`src/hw/rtl/depth_pixel_to_point_macros.svh`:
```
// Assertion macros for the depth pixel to point block
`ifndef DEPTH_PIXEL_TO_POINT_MACROS_SVH
`define DEPTH_PIXEL_TO_POINT_MACROS_SVH

`ifndef SYNTHESIS

`define DPP_ASSERT_IMPL(label, clk, rst_n, ante, cons) \
    label: assert property (@(posedge clk) disable iff (!rst_n) (ante) |-> (cons)) \
        else $error("dpp assertion failed");

`define DPP_ASSERT_NEXT(label, clk, rst_n, ante, cons) \
    label: assert property (@(posedge clk) disable iff (!rst_n) (ante) |=> (cons)) \
        else $error("dpp assertion failed");

`else

`define DPP_ASSERT_IMPL(label, clk, rst_n, ante, cons)

`define DPP_ASSERT_NEXT(label, clk, rst_n, ante, cons)

`endif

`endif

```
`src/hw/rtl/dpp_pkg.sv`:
```
// Shared types and constants for the depth pixel to point block
`default_nettype none

package dpp_pkg;

    localparam int MAX_WIDTH  = 4096;
    localparam int MAX_HEIGHT = 4096;

    localparam int PIX_W   = 12;
    localparam int LIM_W   = 14;
    localparam int DEPTH_W = 16;
    localparam int COLOR_W = 8;
    localparam int INV_W   = 24;
    localparam int CTR_W   = 16;
    localparam int COORD_W = 26;
    localparam int DIFF_W  = 17;
    localparam int MAG_W   = 16;
    localparam int P1_W    = MAG_W + DEPTH_W;
    localparam int P2_W    = P1_W + INV_W;
    localparam int RND_SH  = 20;
    localparam int Q_W     = P2_W + 1 - RND_SH;
    localparam int STAGES  = 4;

    localparam int CFG_IDX_W  = 3;
    localparam int CFG_DATA_W = 24;

    localparam logic [INV_W-1:0] INV_FOCAL_X_RST = 24'd31457;
    localparam logic [INV_W-1:0] INV_FOCAL_Y_RST = 24'd31457;
    localparam logic [CTR_W-1:0] CENTER_X_RST    = 16'd15360;
    localparam logic [CTR_W-1:0] CENTER_Y_RST    = 16'd8640;

    localparam logic [Q_W-1:0] COORD_POS_LIM = Q_W'((64'd1 << (COORD_W - 1)) - 64'd1);
    localparam logic [Q_W-1:0] COORD_NEG_LIM = Q_W'(64'd1 << (COORD_W - 1));
    localparam logic [COORD_W-1:0] COORD_MAX = {1'b0, {(COORD_W-1){1'b1}}};
    localparam logic [COORD_W-1:0] COORD_MIN = {1'b1, {(COORD_W-1){1'b0}}};

    typedef enum logic [CFG_IDX_W-1:0] {
        REG_INV_FOCAL_X = 3'd0,
        REG_INV_FOCAL_Y = 3'd1,
        REG_CENTER_X    = 3'd2,
        REG_CENTER_Y    = 3'd3
    } cfg_idx_t;

    typedef struct packed {
        logic [INV_W-1:0] inv_focal_x;
        logic [INV_W-1:0] inv_focal_y;
        logic [CTR_W-1:0] center_x;
        logic [CTR_W-1:0] center_y;
    } cfg_t;

    typedef struct packed {
        logic [STAGES-1:0] ld;
    } adv_t;

endpackage

`default_nettype wire

```
`src/hw/rtl/dpp_cfg.sv`:
```
// Configuration register file for the depth pixel to point block
`default_nettype none

module dpp_cfg (
    input  wire logic                            clk,
    input  wire logic                            rst_n,
    input  wire logic                            cfg_wr_en,
    input  wire logic [dpp_pkg::CFG_IDX_W-1:0]   cfg_index,
    input  wire logic [dpp_pkg::CFG_DATA_W-1:0]  cfg_data,
    output dpp_pkg::cfg_t                        cfg
);

    dpp_pkg::cfg_t cfg_reg;
    dpp_pkg::cfg_t cfg_next;

    always_comb
    begin
        cfg_next = cfg_reg;
        if (cfg_wr_en)
        begin
            case (cfg_index)
                dpp_pkg::REG_INV_FOCAL_X:
                    cfg_next.inv_focal_x = cfg_data[dpp_pkg::INV_W-1:0];
                dpp_pkg::REG_INV_FOCAL_Y:
                    cfg_next.inv_focal_y = cfg_data[dpp_pkg::INV_W-1:0];
                dpp_pkg::REG_CENTER_X:
                    cfg_next.center_x = cfg_data[dpp_pkg::CTR_W-1:0];
                dpp_pkg::REG_CENTER_Y:
                    cfg_next.center_y = cfg_data[dpp_pkg::CTR_W-1:0];
                default:
                    cfg_next = cfg_reg;
            endcase
        end
    end

    always_ff @(posedge clk or negedge rst_n)
    begin
        if (!rst_n)
        begin
            cfg_reg.inv_focal_x <= dpp_pkg::INV_FOCAL_X_RST;
            cfg_reg.inv_focal_y <= dpp_pkg::INV_FOCAL_Y_RST;
            cfg_reg.center_x    <= dpp_pkg::CENTER_X_RST;
            cfg_reg.center_y    <= dpp_pkg::CENTER_Y_RST;
        end
        else
        begin
            cfg_reg <= cfg_next;
        end
    end

    assign cfg = cfg_reg;

endmodule

`default_nettype wire

```
`config.mk`:
```
export PLATFORM = sky130hd
export DESIGN_NAME = dpp_cfg
export DESIGN_NICKNAME = d
export VERILOG_FILES = /design/src/hw/rtl/depth_pixel_to_point_macros.svh /design/src/hw/rtl/dpp_pkg.sv /design/src/hw/rtl/dpp_cfg.sv
export SDC_FILE = /design/constraint.sdc
export NUM_CORES = 1
export LEC_CHECK = 0
export ABC_AREA = 1
export BUFFER_PORTS_ARGS = -buffer_cell sky130_fd_sc_hd__buf_4
export CORE_MARGIN = 10
export CORE_UTILIZATION = 50
export DETAILED_ROUTE_END_ITERATION = 16
export GPL_TIMING_DRIVEN = 0
export HOLD_SLACK_MARGIN = 0.12
export PLACE_DENSITY_LB_ADDON = 0.2
export RECOVER_POWER = 50
export SYNTH_ARGS = -nofsm -noshare
export SYNTH_HDL_FRONTEND = slang
export SYNTH_SLANG_ARGS = --single-unit
```
`constraint.sdc`:
```
create_clock -name clk -period 0.9 [get_ports clk]
set_input_delay 0 -clock clk [delete_from_list [all_inputs] [get_ports clk]]
set_output_delay 0 -clock clk [all_outputs]
set_load 0.02 [all_outputs]
```
# After elaboration in Yosys (flattened, before gate mapping)
# Index checks and enable logic that the tools add are counted.
[totals]
regBits = 80
inputBits = 30
[op_classes]
n_eq_ne = 3
reduce_logical = 5
[op_table]
columns = ["cell", "count"]
rows = [
  ["$reduce_and A2 Y1", 4],
  ["$eq A3 B2 Y1 const B", 2],
  ["$eq A3 B1 Y1 const B", 1],
  ["$logic_not A3 Y1", 1],
]

# Logic depth before layout (Yosys ltp)
[depth]
depth_word = 2
mapped_depth = 6

# Least setup slack after synthesis
# No wires, ideal clock.
[synth_timing]
kind = "register to register"
start = "reg, netlist name cfg[13]"
end = "reg cfg_reg (netlist bit cfg[13])"
path_stages_with_launch = 3
n_path_buf = 0
period_less_slack_ns = 0.744
required_time_ns = 0.840
setup_slack_ns = 0.156
setup_time_ns = 0.060
arrival_time_ns = 0.684
path_cell_list = "dfstp_2 nand2_1 nand2_1"
[synth_rtl]
columns = ["element", "line_no", "rtl"]
rows = [
  ["to (signal assigned)", "dpp_cfg.sv:47", "cfg_reg <= cfg_next;"],
  ["to (decl)", "dpp_cfg.sv:13", "dpp_pkg::cfg_t cfg_reg;"],
]

# Final worst setup path
[layout_timing]
start = "reg cfg_reg (netlist bit cfg[65])"
end = "out cfg[65] in the netlist's numbering"
[layout_rtl]
columns = ["element", "line_no", "rtl"]
rows = [
  ["to (decl)", "dpp_cfg.sv:10", "output dpp_pkg::cfg_t cfg"],
]
# No word-level cell between the ends.

==> summary.md <==
| Metric | Value |
|---|---|
| Fin. Hold Viols | `54` |
| Count leader, synth | `nand2_1` |
| Top_reg_cell synth | `dfrtp_1` |
| Synth area leader | `dfrtp_1` |
| Maxcap violations | `0` |
| RSZ-0062 raised after global routing | `yes` |
| Worst R2R End | `cfg[28]` |
| Slowest CP cell | `dfstp_2` |
| # fillers | `413` |
| Synthesis Warnings | `0` |
| Critical-path cell list | `buf_6` |
| Worst-path clk slew | `0.09 ns` |
| FP Rows | `29` |
| Max clock buf depth | `2` |
| Placed insts | `541` |
| Asr flop ratio synth | `100%` |
| Vias per inst | `5.06` |
| Number of DRC markers in iteration 0 | `152` |
| Pwr Total | `11.8 mW` |
| Worst-Skew Late Latency | `0.34 ns` |
| Initial Util | `50.9%` |
| Clk root buf | `clkbuf_8` |
| TritonCTS clock tree | `built` |
| Synthesized area per cell | `9.05 um2` |
| EDFF count, synth | `0` |
| Crit path from | `cfg[65]` |
| Crit end category | `output port` |
| CP Class | `register to output port` |
| Largest net degree at the start of global routing | `81` |
| First-pass GRT wire length | `15,200 um` |
| #FFs+latches synth | `80` |
| Failing checks | `negative hold slack, negative setup slack` |
| TritonRoute pass-1 iters | `4` |
| Hold Slack | `-0.130 ns` |
| Post-synthesis sequential area ratio | `63.3%` |
| CP Data Required Time | `0.90 ns` |
| Status | `finished with violations` |
| Top delay family on crit path | `flip-flops` |
| Initial antenna violation count | `1` |
| Worst r2r path cells | `3` |
| WL per Instance | `16.9 um` |
| Max reg flops | `80` |
| H-tree depth | `3` |
| Die Footprint | `0.0100 mm2` |
| Lkg Pwr | `2.73 nW` |
| Cell Pwr Density | `2310 mW/mm2` |
| Post-synth top area share | `42.1%` |
| Number of nets still failing antenna checks after routing | `0` |
| Data arrival, critical path | `1.01 ns` |
| Final Skew | `0 ns` |
| Top cells by area, synth | `dfrtp_1 42%, dfstp_2 21%, nand2_1 21%, nand3_1 10%, buf_2 2.8%` |
| Post-Syn Instances | `355` |
| Congestion Overflow GR | `0` |
| Synth top cells by count | `179 x nand2_1, 64 x nand3_1, 54 x dfrtp_1, 26 x dfstp_2, 18 x buf_2` |
| Crit path time final | `1.01 ns` |
| Die X | `100 um` |
| Sink Count | `80` |
| Slew headroom | `28.8%` |
| Part of the cycle the worst path needs | `113%` |
| Gpl congestion | `0.826` |
| CTS Buf Count | `9` |
| R2R setup slack | `0.07 ns` |
| Slowest stage delay, CP | `0.55 ns` |
| CP Max Fanout | `2` |
| Final setup margin | `-0.115 ns` |
| Layout Cells excl Fill | `614` |
| Vias in the first global route | `2,908` |
| Post-DP HPWL | `6740 um` |
| Layout cells sized above 1 | `39.6%` |
| Fin. max-slew vios | `0` |
| Setup crit start kind | `register` |
| Worst hold path class | `input port to asynchronous set/reset pin` |
| Via Count | `3,104` |
| Mapped Area | `0.00321 mm2` |
| Final #Nets | `561` |
| Peak supply drop | `1.51 mV` |
| Final WL | `10,400 um` |
| Final setup violation count | `27` |
| RR Startpoint | `cfg[28]` |
| Total GRT Usage | `19.0%` |
| Core ar. | `0.00631 mm2` |
| IO Pins | `110` |
| Netlist cell types | `11` |
| Worst Tran Pin Value | `1.07 ns` |
| CP bufs+invs | `1` |
| Port Buf Inserts | `109` |
| Final setup TNS | `-2.56 ns` |
| Layout area overhead | `59.3%` |
| Die height | `100 um` |
| Residual DRC | `0` |
| Post-Syn Nets | `385` |
| Peak Freq | `985 MHz` |
power by group:
| group | leakage (nW) | internal, mW | switching [mW] |
|---|---|---|---|
| sequential | 0.951 | 4.43 | 0.516 |
| combinational | 1.67 | 1.99 | 1.97 |
| clock | 0.106 | 1.64 | 1.29 |
how the worst max path moves through the flow:
stage	end	slack (ns)	cells past startpoint
after floorplan	cfg[13]	0.16	2
after global placement	cfg[64]	-0.19	6
after detailed placement	cfg[77]	-0.21	6
after CTS	cfg[67]	-0.12	1
after global routing	cfg[65]	-0.15	1
final	cfg[65]	-0.11	1
timing repair:
| item | 4_1_cts | 5_1_grt |
|---|---|---|
| pin swaps | 0 | 0 |
| setup endpoints to repair | 37 | 80 |
| resized for setup | 37 | 39 |
| cloned | 0 | 0 |
| hold buffers | 24 | 1 |
| setup buffers | 3 | 28 |
| endpoints found under the hold margin | 134 | 68 |
per-stage QoR:
stage	hold slack, ns	worst slack [ns]	utilization [%]	cell area, um2
after floorplan	-0.296	0.156	-	3210
after global placement	0.219	-0.188	65.4	4130
after detailed placement	0.223	-0.207	65.4	4130
after CTS	-0.143	-0.119	75.2	4750
after global routing	-0.0603	-0.152	81.1	5120
final	-0.130	-0.115	81.1	5120
cell type report:
class | count | area, um2 | share of cell area [%]
Tap cell | 77 | 96.3 | 1.88
Sequential cell | 80 | 2030 | 39.7
Timing Repair Buffer | 165 | 1590 | 31.0
Antenna cell | 1 | 2.50 | 0.0489
Inverter | 5 | 18.8 | 0.367
Multi-Input combinational cell | 251 | 1060 | 20.7
Buffer | 19 | 97.6 | 1.91
Clock buffer | 11 | 141 | 2.76
Clock inverter | 5 | 80.1 | 1.56
per-layer routing:
metal	wire (um)	vias to the layer above	GRT usage [%]
li1	-	1468	-
met1	4170	1524	23.3
met2	5280	95	31.0
met3	718	17	6.25
met4	218	0	5.87
met5	0	-	0
kinds of logic (layout without fill, tap and decap cells):
group,after synthesis,in the layout,synth area share (%)
DFF,80,80,63.3
buffers and inverters,24,205,3.62
other,0,1,0
and+or+nand+nor,251,251,33.1
placed cells by master, fill, tap and decap left out:
cell,synthesis,routed
buf_2,18,18
buf_4,1,64
buf_6,0,76
bufinv_16,0,2
clkbuf_1,0,1
clkbuf_4,0,1
clkbuf_8,0,10
clkinv_2,0,1
clkinvlp_4,0,2
dfrtp_1,54,54
dfstp_2,26,26
diode_2,0,1
dlygate4sd3_1,0,25
inv_1,1,1
inv_2,4,4
nand2_1,179,179
nand2_2,3,3
nand3_1,64,64
nor2_2,1,1
nor2_4,4,4
Note: power is estimated with default switching activity, not from simulation.
