**config.mk**
```make
export PLATFORM = sky130hd
export DESIGN_NAME = dpp_axis
export DESIGN_NICKNAME = d
export VERILOG_FILES = /design/src/hw/rtl/depth_pixel_to_point_macros.svh /design/src/hw/rtl/dpp_pkg.sv /design/src/hw/rtl/dpp_axis.sv
export SDC_FILE = /design/constraint.sdc
export NUM_CORES = 2
export LEC_CHECK = 0
export BUFFER_PORTS_ARGS = -buffer_cell sky130_fd_sc_hd__buf_2
export CORE_UTILIZATION = 40
export CTS_CLUSTER_DIAMETER = 100
export DETAILED_ROUTE_END_ITERATION = 10
export SLEW_MARGIN = 5
export SYNTH_ARGS = -nofsm -noshare
export SYNTH_HDL_FRONTEND = slang
export SYNTH_SLANG_ARGS = --single-unit
```
**constraint.sdc**
```tcl
create_clock -name clk -period 12.4 [get_ports clk]
set_input_delay 2.48 -clock clk [delete_from_list [all_inputs] [get_ports clk]]
set_output_delay 2.48 -clock clk [all_outputs]
set_load 0.03 [all_outputs]
```
**src/hw/rtl/depth_pixel_to_point_macros.svh**
```systemverilog
// Assertion macros for the depth pixel to point block
`ifndef DEPTH_PIXEL_TO_POINT_MACROS_SVH
`define DEPTH_PIXEL_TO_POINT_MACROS_SVH

`ifndef SYNTHESIS

`define DPP_ASSERT_IMPL(label, clk, rst_n, ante, cons) \
    label: assert property (@(posedge clk) disable iff (!rst_n) (ante) |-> (cons)) \
        else $error("dpp assertion failed");

`define DPP_ASSERT_NEXT(label, clk, rst_n, ante, cons) \
    label: assert property (@(posedge clk) disable iff (!rst_n) (ante) |=> (cons)) \
        else $error("dpp assertion failed");

`else

`define DPP_ASSERT_IMPL(label, clk, rst_n, ante, cons)

`define DPP_ASSERT_NEXT(label, clk, rst_n, ante, cons)

`endif

`endif

```
**src/hw/rtl/dpp_pkg.sv**
```systemverilog
// Shared types and constants for the depth pixel to point block
`default_nettype none

package dpp_pkg;

    localparam int MAX_WIDTH  = 4096;
    localparam int MAX_HEIGHT = 4096;

    localparam int PIX_W   = 12;
    localparam int LIM_W   = 14;
    localparam int DEPTH_W = 16;
    localparam int COLOR_W = 8;
    localparam int INV_W   = 24;
    localparam int CTR_W   = 16;
    localparam int COORD_W = 26;
    localparam int DIFF_W  = 17;
    localparam int MAG_W   = 16;
    localparam int P1_W    = MAG_W + DEPTH_W;
    localparam int P2_W    = P1_W + INV_W;
    localparam int RND_SH  = 20;
    localparam int Q_W     = P2_W + 1 - RND_SH;
    localparam int STAGES  = 4;

    localparam int CFG_IDX_W  = 3;
    localparam int CFG_DATA_W = 24;

    localparam logic [INV_W-1:0] INV_FOCAL_X_RST = 24'd31457;
    localparam logic [INV_W-1:0] INV_FOCAL_Y_RST = 24'd31457;
    localparam logic [CTR_W-1:0] CENTER_X_RST    = 16'd15360;
    localparam logic [CTR_W-1:0] CENTER_Y_RST    = 16'd8640;

    localparam logic [Q_W-1:0] COORD_POS_LIM = Q_W'((64'd1 << (COORD_W - 1)) - 64'd1);
    localparam logic [Q_W-1:0] COORD_NEG_LIM = Q_W'(64'd1 << (COORD_W - 1));
    localparam logic [COORD_W-1:0] COORD_MAX = {1'b0, {(COORD_W-1){1'b1}}};
    localparam logic [COORD_W-1:0] COORD_MIN = {1'b1, {(COORD_W-1){1'b0}}};

    typedef enum logic [CFG_IDX_W-1:0] {
        REG_INV_FOCAL_X = 3'd0,
        REG_INV_FOCAL_Y = 3'd1,
        REG_CENTER_X    = 3'd2,
        REG_CENTER_Y    = 3'd3
    } cfg_idx_t;

    typedef struct packed {
        logic [INV_W-1:0] inv_focal_x;
        logic [INV_W-1:0] inv_focal_y;
        logic [CTR_W-1:0] center_x;
        logic [CTR_W-1:0] center_y;
    } cfg_t;

    typedef struct packed {
        logic [STAGES-1:0] ld;
    } adv_t;

endpackage

`default_nettype wire

```
**src/hw/rtl/dpp_axis.sv**
```systemverilog
// Four-stage projection pipeline for one coordinate axis
`default_nettype none

module dpp_axis (
    input  wire logic                               clk,
    input  wire dpp_pkg::adv_t                      adv,
    input  wire logic [dpp_pkg::PIX_W-1:0]          pix,
    input  wire logic [dpp_pkg::DEPTH_W-1:0]        depth,
    input  wire logic [dpp_pkg::CTR_W-1:0]          center,
    input  wire logic [dpp_pkg::INV_W-1:0]          inv_focal,
    input  wire logic                               ok_s3,
    output logic signed [dpp_pkg::COORD_W-1:0]      coord
);

    logic signed [dpp_pkg::DIFF_W-1:0] diff;
    logic signed [dpp_pkg::DIFF_W-1:0] diff_abs;
    logic                              neg1_reg;
    logic [dpp_pkg::MAG_W-1:0]         mag1_reg;
    logic [dpp_pkg::DEPTH_W-1:0]       dep1_reg;
    logic                              neg2_reg;
    logic [dpp_pkg::P1_W-1:0]          p1_reg;
    logic                              neg3_reg;
    logic [dpp_pkg::P2_W-1:0]          p2_reg;
    logic [dpp_pkg::P2_W:0]            rnd;
    logic [dpp_pkg::Q_W-1:0]           q;
    logic [dpp_pkg::COORD_W-1:0]       coord_next;
    logic [dpp_pkg::COORD_W-1:0]       coord_reg;

    // signed offset from principal point in 1/16 pixel
    assign diff     = $signed({1'b0, pix, 4'b0000}) - $signed({1'b0, center});
    assign diff_abs = diff[dpp_pkg::DIFF_W-1] ? -diff : diff;

    assign rnd = {1'b0, p2_reg} + ((dpp_pkg::P2_W+1)'(1) << (dpp_pkg::RND_SH - 1));
    assign q   = rnd[dpp_pkg::P2_W:dpp_pkg::RND_SH];

    always_comb
    begin
        if (!ok_s3)
            coord_next = '0;
        else if (neg3_reg)
        begin
            if (q > dpp_pkg::COORD_NEG_LIM)
                coord_next = dpp_pkg::COORD_MIN;
            else
                coord_next = ~q[dpp_pkg::COORD_W-1:0] + dpp_pkg::COORD_W'(1);
        end
        else
        begin
            if (q > dpp_pkg::COORD_POS_LIM)
                coord_next = dpp_pkg::COORD_MAX;
            else
                coord_next = q[dpp_pkg::COORD_W-1:0];
        end
    end

    always_ff @(posedge clk)
    begin
        if (adv.ld[0])
        begin
            neg1_reg <= diff[dpp_pkg::DIFF_W-1];
            mag1_reg <= diff_abs[dpp_pkg::MAG_W-1:0];
            dep1_reg <= depth;
        end
        if (adv.ld[1])
        begin
            neg2_reg <= neg1_reg;
            p1_reg   <= dpp_pkg::P1_W'(mag1_reg) * dpp_pkg::P1_W'(dep1_reg);
        end
        if (adv.ld[2])
        begin
            neg3_reg <= neg2_reg;
            p2_reg   <= dpp_pkg::P2_W'(p1_reg) * dpp_pkg::P2_W'(inv_focal);
        end
        if (adv.ld[3])
        begin
            coord_reg <= coord_next;
        end
    end

    assign coord = $signed(coord_reg);

endmodule

`default_nettype wire

```
## Yosys cells after proc, flatten, opt, wreduce, memory -nomap -nowiden

Cells that the tools add are included.

- Register bits: 149
- Logic and storage cells: 21

- $add $sub $neg: 4
- Multipliers: 2
- Order comparisons: 2
- Muxes and demuxes: 4
- Bitwise logic cells: 1

Operators by type and width:

| operator | count |
|---|---|
| $mux 26 | 3 |
| $add 56x20->57 const B | 1 |
| $mul 32x24->56 | 1 |
| $gt 37x25->1 const B | 1 |
| $gt 37x26->1 const B | 1 |
| $mul 16x16->32 | 1 |
| $add 26x1->26 const B | 1 |
| $not 26->26 | 1 |
| $sub 16x16->17 | 1 |
| $mux 16 | 1 |
| $neg 16->16 | 1 |

## Depth between registers and ports, before layout

- Depth after elaboration: 5
- Gate-level depth with buffers: 26

## Worst setup path after synthesis

Ideal clock, no wire load.

- Path kind: input to register
- Start: input port inv_focal[3] in the netlist's numbering
- End: register p2_reg[45] in the netlist's numbering, data pin
- Data arrival time: 8783 ps
- Required time: 12140 ps
- Path slack: 3358 ps
- Stages on the path: 24
- Buffers on the path: 2
- Cells stage by stage: clkbuf_1 -> nand2_1 -> fa_1 -> inv_1 -> fa_1 -> inv_1 -> fa_1 -> fa_1 -> inv_1 -> fa_1 -> fa_1 -> fa_1 -> ha_1 -> clkbuf_1 -> nand4_1 -> nor4_1 -> a221oi_1 -> a31oi_1 -> o21ai_0 -> o21a_1 -> o211a_1 -> o21ai_0 -> a41oi_1 -> xnor2_1

- Cells in the longest elaborated chain, start to end: 1

Ends and longest elaborated chain:

| element | RTL line | source |
|---|---|---|
| start, declared | dpp_axis.sv:10 | `input wire logic [dpp_pkg::INV_W-1:0] inv_focal,` |
| $mul 32x24->56 | dpp_axis.sv:72 | `p2_reg <= dpp_pkg::P2_W'(p1_reg) * dpp_pkg::P2_W'(inv_focal);` |
| end signal, assigned | dpp_axis.sv:72 |  |
| end, declared | dpp_axis.sv:23 | `logic [dpp_pkg::P2_W-1:0] p2_reg;` |

Every way passes these cells.
A chain may end at the register's enable or synchronous reset.

## Worst setup path in the final report

- Start: input port inv_focal[4] in the netlist's numbering
- End: register p2_reg[55] in the netlist's numbering, data pin

Same word-level chain as after synthesis.

==> run metrics <==
status=completed; Residual DRC=0; top_reg_cell synth=edfxtp_1; fmax=about 0.098 GHz; CTS resizes=0; antenna violations before repair=2; Post-CTS Hold Buffers=0; Reg-to-Reg Start=p1_reg[26]$_DFFE_PP_; Arrival @ worst endpoint=10.47 ns; Fin. Hold Viols=0; initial drt markers=~1600; P&R area growth vs syn=5.40%; register-to-register setup slack=about 3.7 ns; vias in the first global route=just under 30000; Post-DRT Antenna Nets=0; share of cells above drive strength 1=4.15%; critical hold path startpoint=neg1_reg$_DFFE_PP_; most common cell in the netlist=inv_1; Syn Area/Cell=between 9 and 10 um2; Final Util=42.8%; Crit path largest cell delay=around 0.64 ns; EDFF count, synth=130; core area=95400 um2; # IOs=100; number of CTS-inserted buffers=17; Worst Hold Class=flop to flop; max_cap viols=0; library cells used by synthesis=73; met3 Use GR=between 2 and 3%; global-route wire length before repair=about 160 mm; reg-to-reg endpoint=p2_reg[55]$_DFFE_PP_; sequential area share after synthesis=just over 10%; crit path max fanout=32; Post-CTS Setup Bufs=0; nets=~5400; Tcrit/Tclk final=slightly above 80%; Most Used Layer, Global Route=met2; Die Width=313 um; DP HPWL=75.3 mm; met2 Use GR=approximately 36%; area leader, netlist=fa_1; Initial Utilization=around 41%; Sum Neg Setup Slack=0 ns; Worst path slowest cell=buf_2; Slew HR=a little under a fifth; endpoints failing setup=0; Post-synth top cells=922 x inv_1, 851 x fa_1, 635 x nand2_1; vias per std cell=5.05; Slew Viols, Final=0; Post-Syn Area=~39000 um2; ant diodes=0; die height=between 300 and 400 um; die area=slightly below 100000 um2; Bufs on Longest Clock Path=2; Worst Path Required=around 13 ns; Worst Skew=0.0221 ns; Synth area leaders=fa_1 44%, edfxtp_1 10%, ha_1 9.6%, inv_1 8.9%, and2_1 7.6%; H-tree depth=4; Yosys top cell area share=a little over two fifths; Worst-path clk slew=0.07 ns; vias=around 27000; IO Port Bufs=99; CP Class=input port to flop; Yosys reg bits=130; Synth Net Count=approximately 5400; GR Util All Layers=a little over a fifth; warnings from Yosys=0; max reg flops=37; GPL Wtd Cong=0.868; clock net sink count=130; Fillers=about 9500; Startpoint Class=input port; met1 Use GR=between 20% and 30%; final wirelength=98.1 mm; CTS tree=done; routed len/inst=18.1 um; hold slack final=around 0.55 ns; Post-Syn Instances=roughly 4200; Site Rows=approximately 110; post-layout min period=approximately 10 ns; R2R cell count=23; GRT overflow=0; Pre-antenna DRT Iters=6; Clk Latency, worst-skew pair=approximately 0.50 ns; CP endpoint kind=flop; worst-margin pin slew=roughly 1.2 ns; worst hold endpoint=neg2_reg$_DFFE_PP_; CTS root buf=clkbuf_16; Post-synth ARST share=0%; hold depth=0; pin count of the biggest net entering global routing=39; RSZ-0062 raised after global routing=false; Most common cell on crit path=fa_1
## layout by cell type, fill, tap and decap left out, drive strengths merged, types with 4 or more instances in the layout
| master | count |
|---|---|
| and3 | 20 |
| o21bai | 8 |
| and2 | 472 |
| and4 | 6 |
| o211ai | 9 |
| ha | 298 |
| o31ai | 10 |
| edfxtp | 130 |
| nor4 | 7 |
| nand3 | 30 |
| nor3 | 27 |
| xnor2 | 89 |
| a31oi | 8 |
| a21oi | 88 |
| clkbuf | 17 |
| a21o | 23 |
| fa | 851 |
| nand2b | 8 |
| buf | 124 |
| o21ai | 59 |
| clkinvlp | 4 |
| nand4 | 24 |
| or3 | 14 |
| clkinv | 5 |
| nor2b | 11 |
| nor2 | 78 |
| inv | 926 |
| or2 | 6 |
| o21a | 14 |
| a211oi | 21 |
| nand2 | 635 |
| mux2i | 4 |
| a221oi | 10 |
| or4 | 4 |
| a211o | 5 |
| xor2 | 49 |
## worst max-delay path, delay by kind of cell
family,cells,cell delay (ns)
fa+ha+maj,8,3.91
compound gates,6,1.94
simple gates,4,1.07
buf+inv,6,0.90
xor+xnor,1,0.13
## worst max-delay path by stage
stage / startpoint / end / slack (ns) / cells past startpoint
floorplan: inv_focal[3] / p2_reg[45]$_DFFE_PP_ / 3.36 / 24
global placement: inv_focal[3] / p2_reg[55]$_DFFE_PP_ / 1.65 / 25
detailed placement: inv_focal[3] / p2_reg[55]$_DFFE_PP_ / 1.51 / 25
CTS: inv_focal[3] / p2_reg[55]$_DFFE_PP_ / 2.04 / 25
global route: inv_focal[3] / p2_reg[45]$_DFFE_PP_ / 1.82 / 25
finish: inv_focal[4] / p2_reg[55]$_DFFE_PP_ / 2.16 / 25
## layout make-up
cell class | instances | area, um2 | share of cell area [%]
multi-input cells | 2934 | 30600 | 75.0
flip-flops and latches | 130 | 3900 | 9.56
inverters | 924 | 3470 | 8.49
well taps | 1265 | 1580 | 3.88
repair buffers | 124 | 683 | 1.67
clock buffers | 17 | 425 | 1.04
clock inverters | 14 | 163 | 0.398
## metal layers
metal  routed length [um]  up-vias
met1                43200    14100
met5                   13        -
met2                48000      731
li1                     -    12400
met3                 5130       93
met4                 1690        2
## kinds of logic after synthesis
family	synth area share [%]
flops	10.1
compound gates	4.83
fa+ha+maj	53.6
xor+xnor	3.12
simple gates	17.3
mux	0.191
buf+inv	10.9
## stage by stage
stage,instance area (um2),std cells,worst slack [ns]
2_1_floorplan,38700,4185,3.36
3_3_place_gp,40200,5377,1.65
3_5_place_dp,40200,5377,1.51
4_1_cts,40800,5408,2.04
5_1_grt,40800,5408,1.82
6_report,40800,5408,2.16
Power is left out: the tool's default activity adds up to more than one toggle a clock period on the data nets, which glitch-free logic cannot reach.
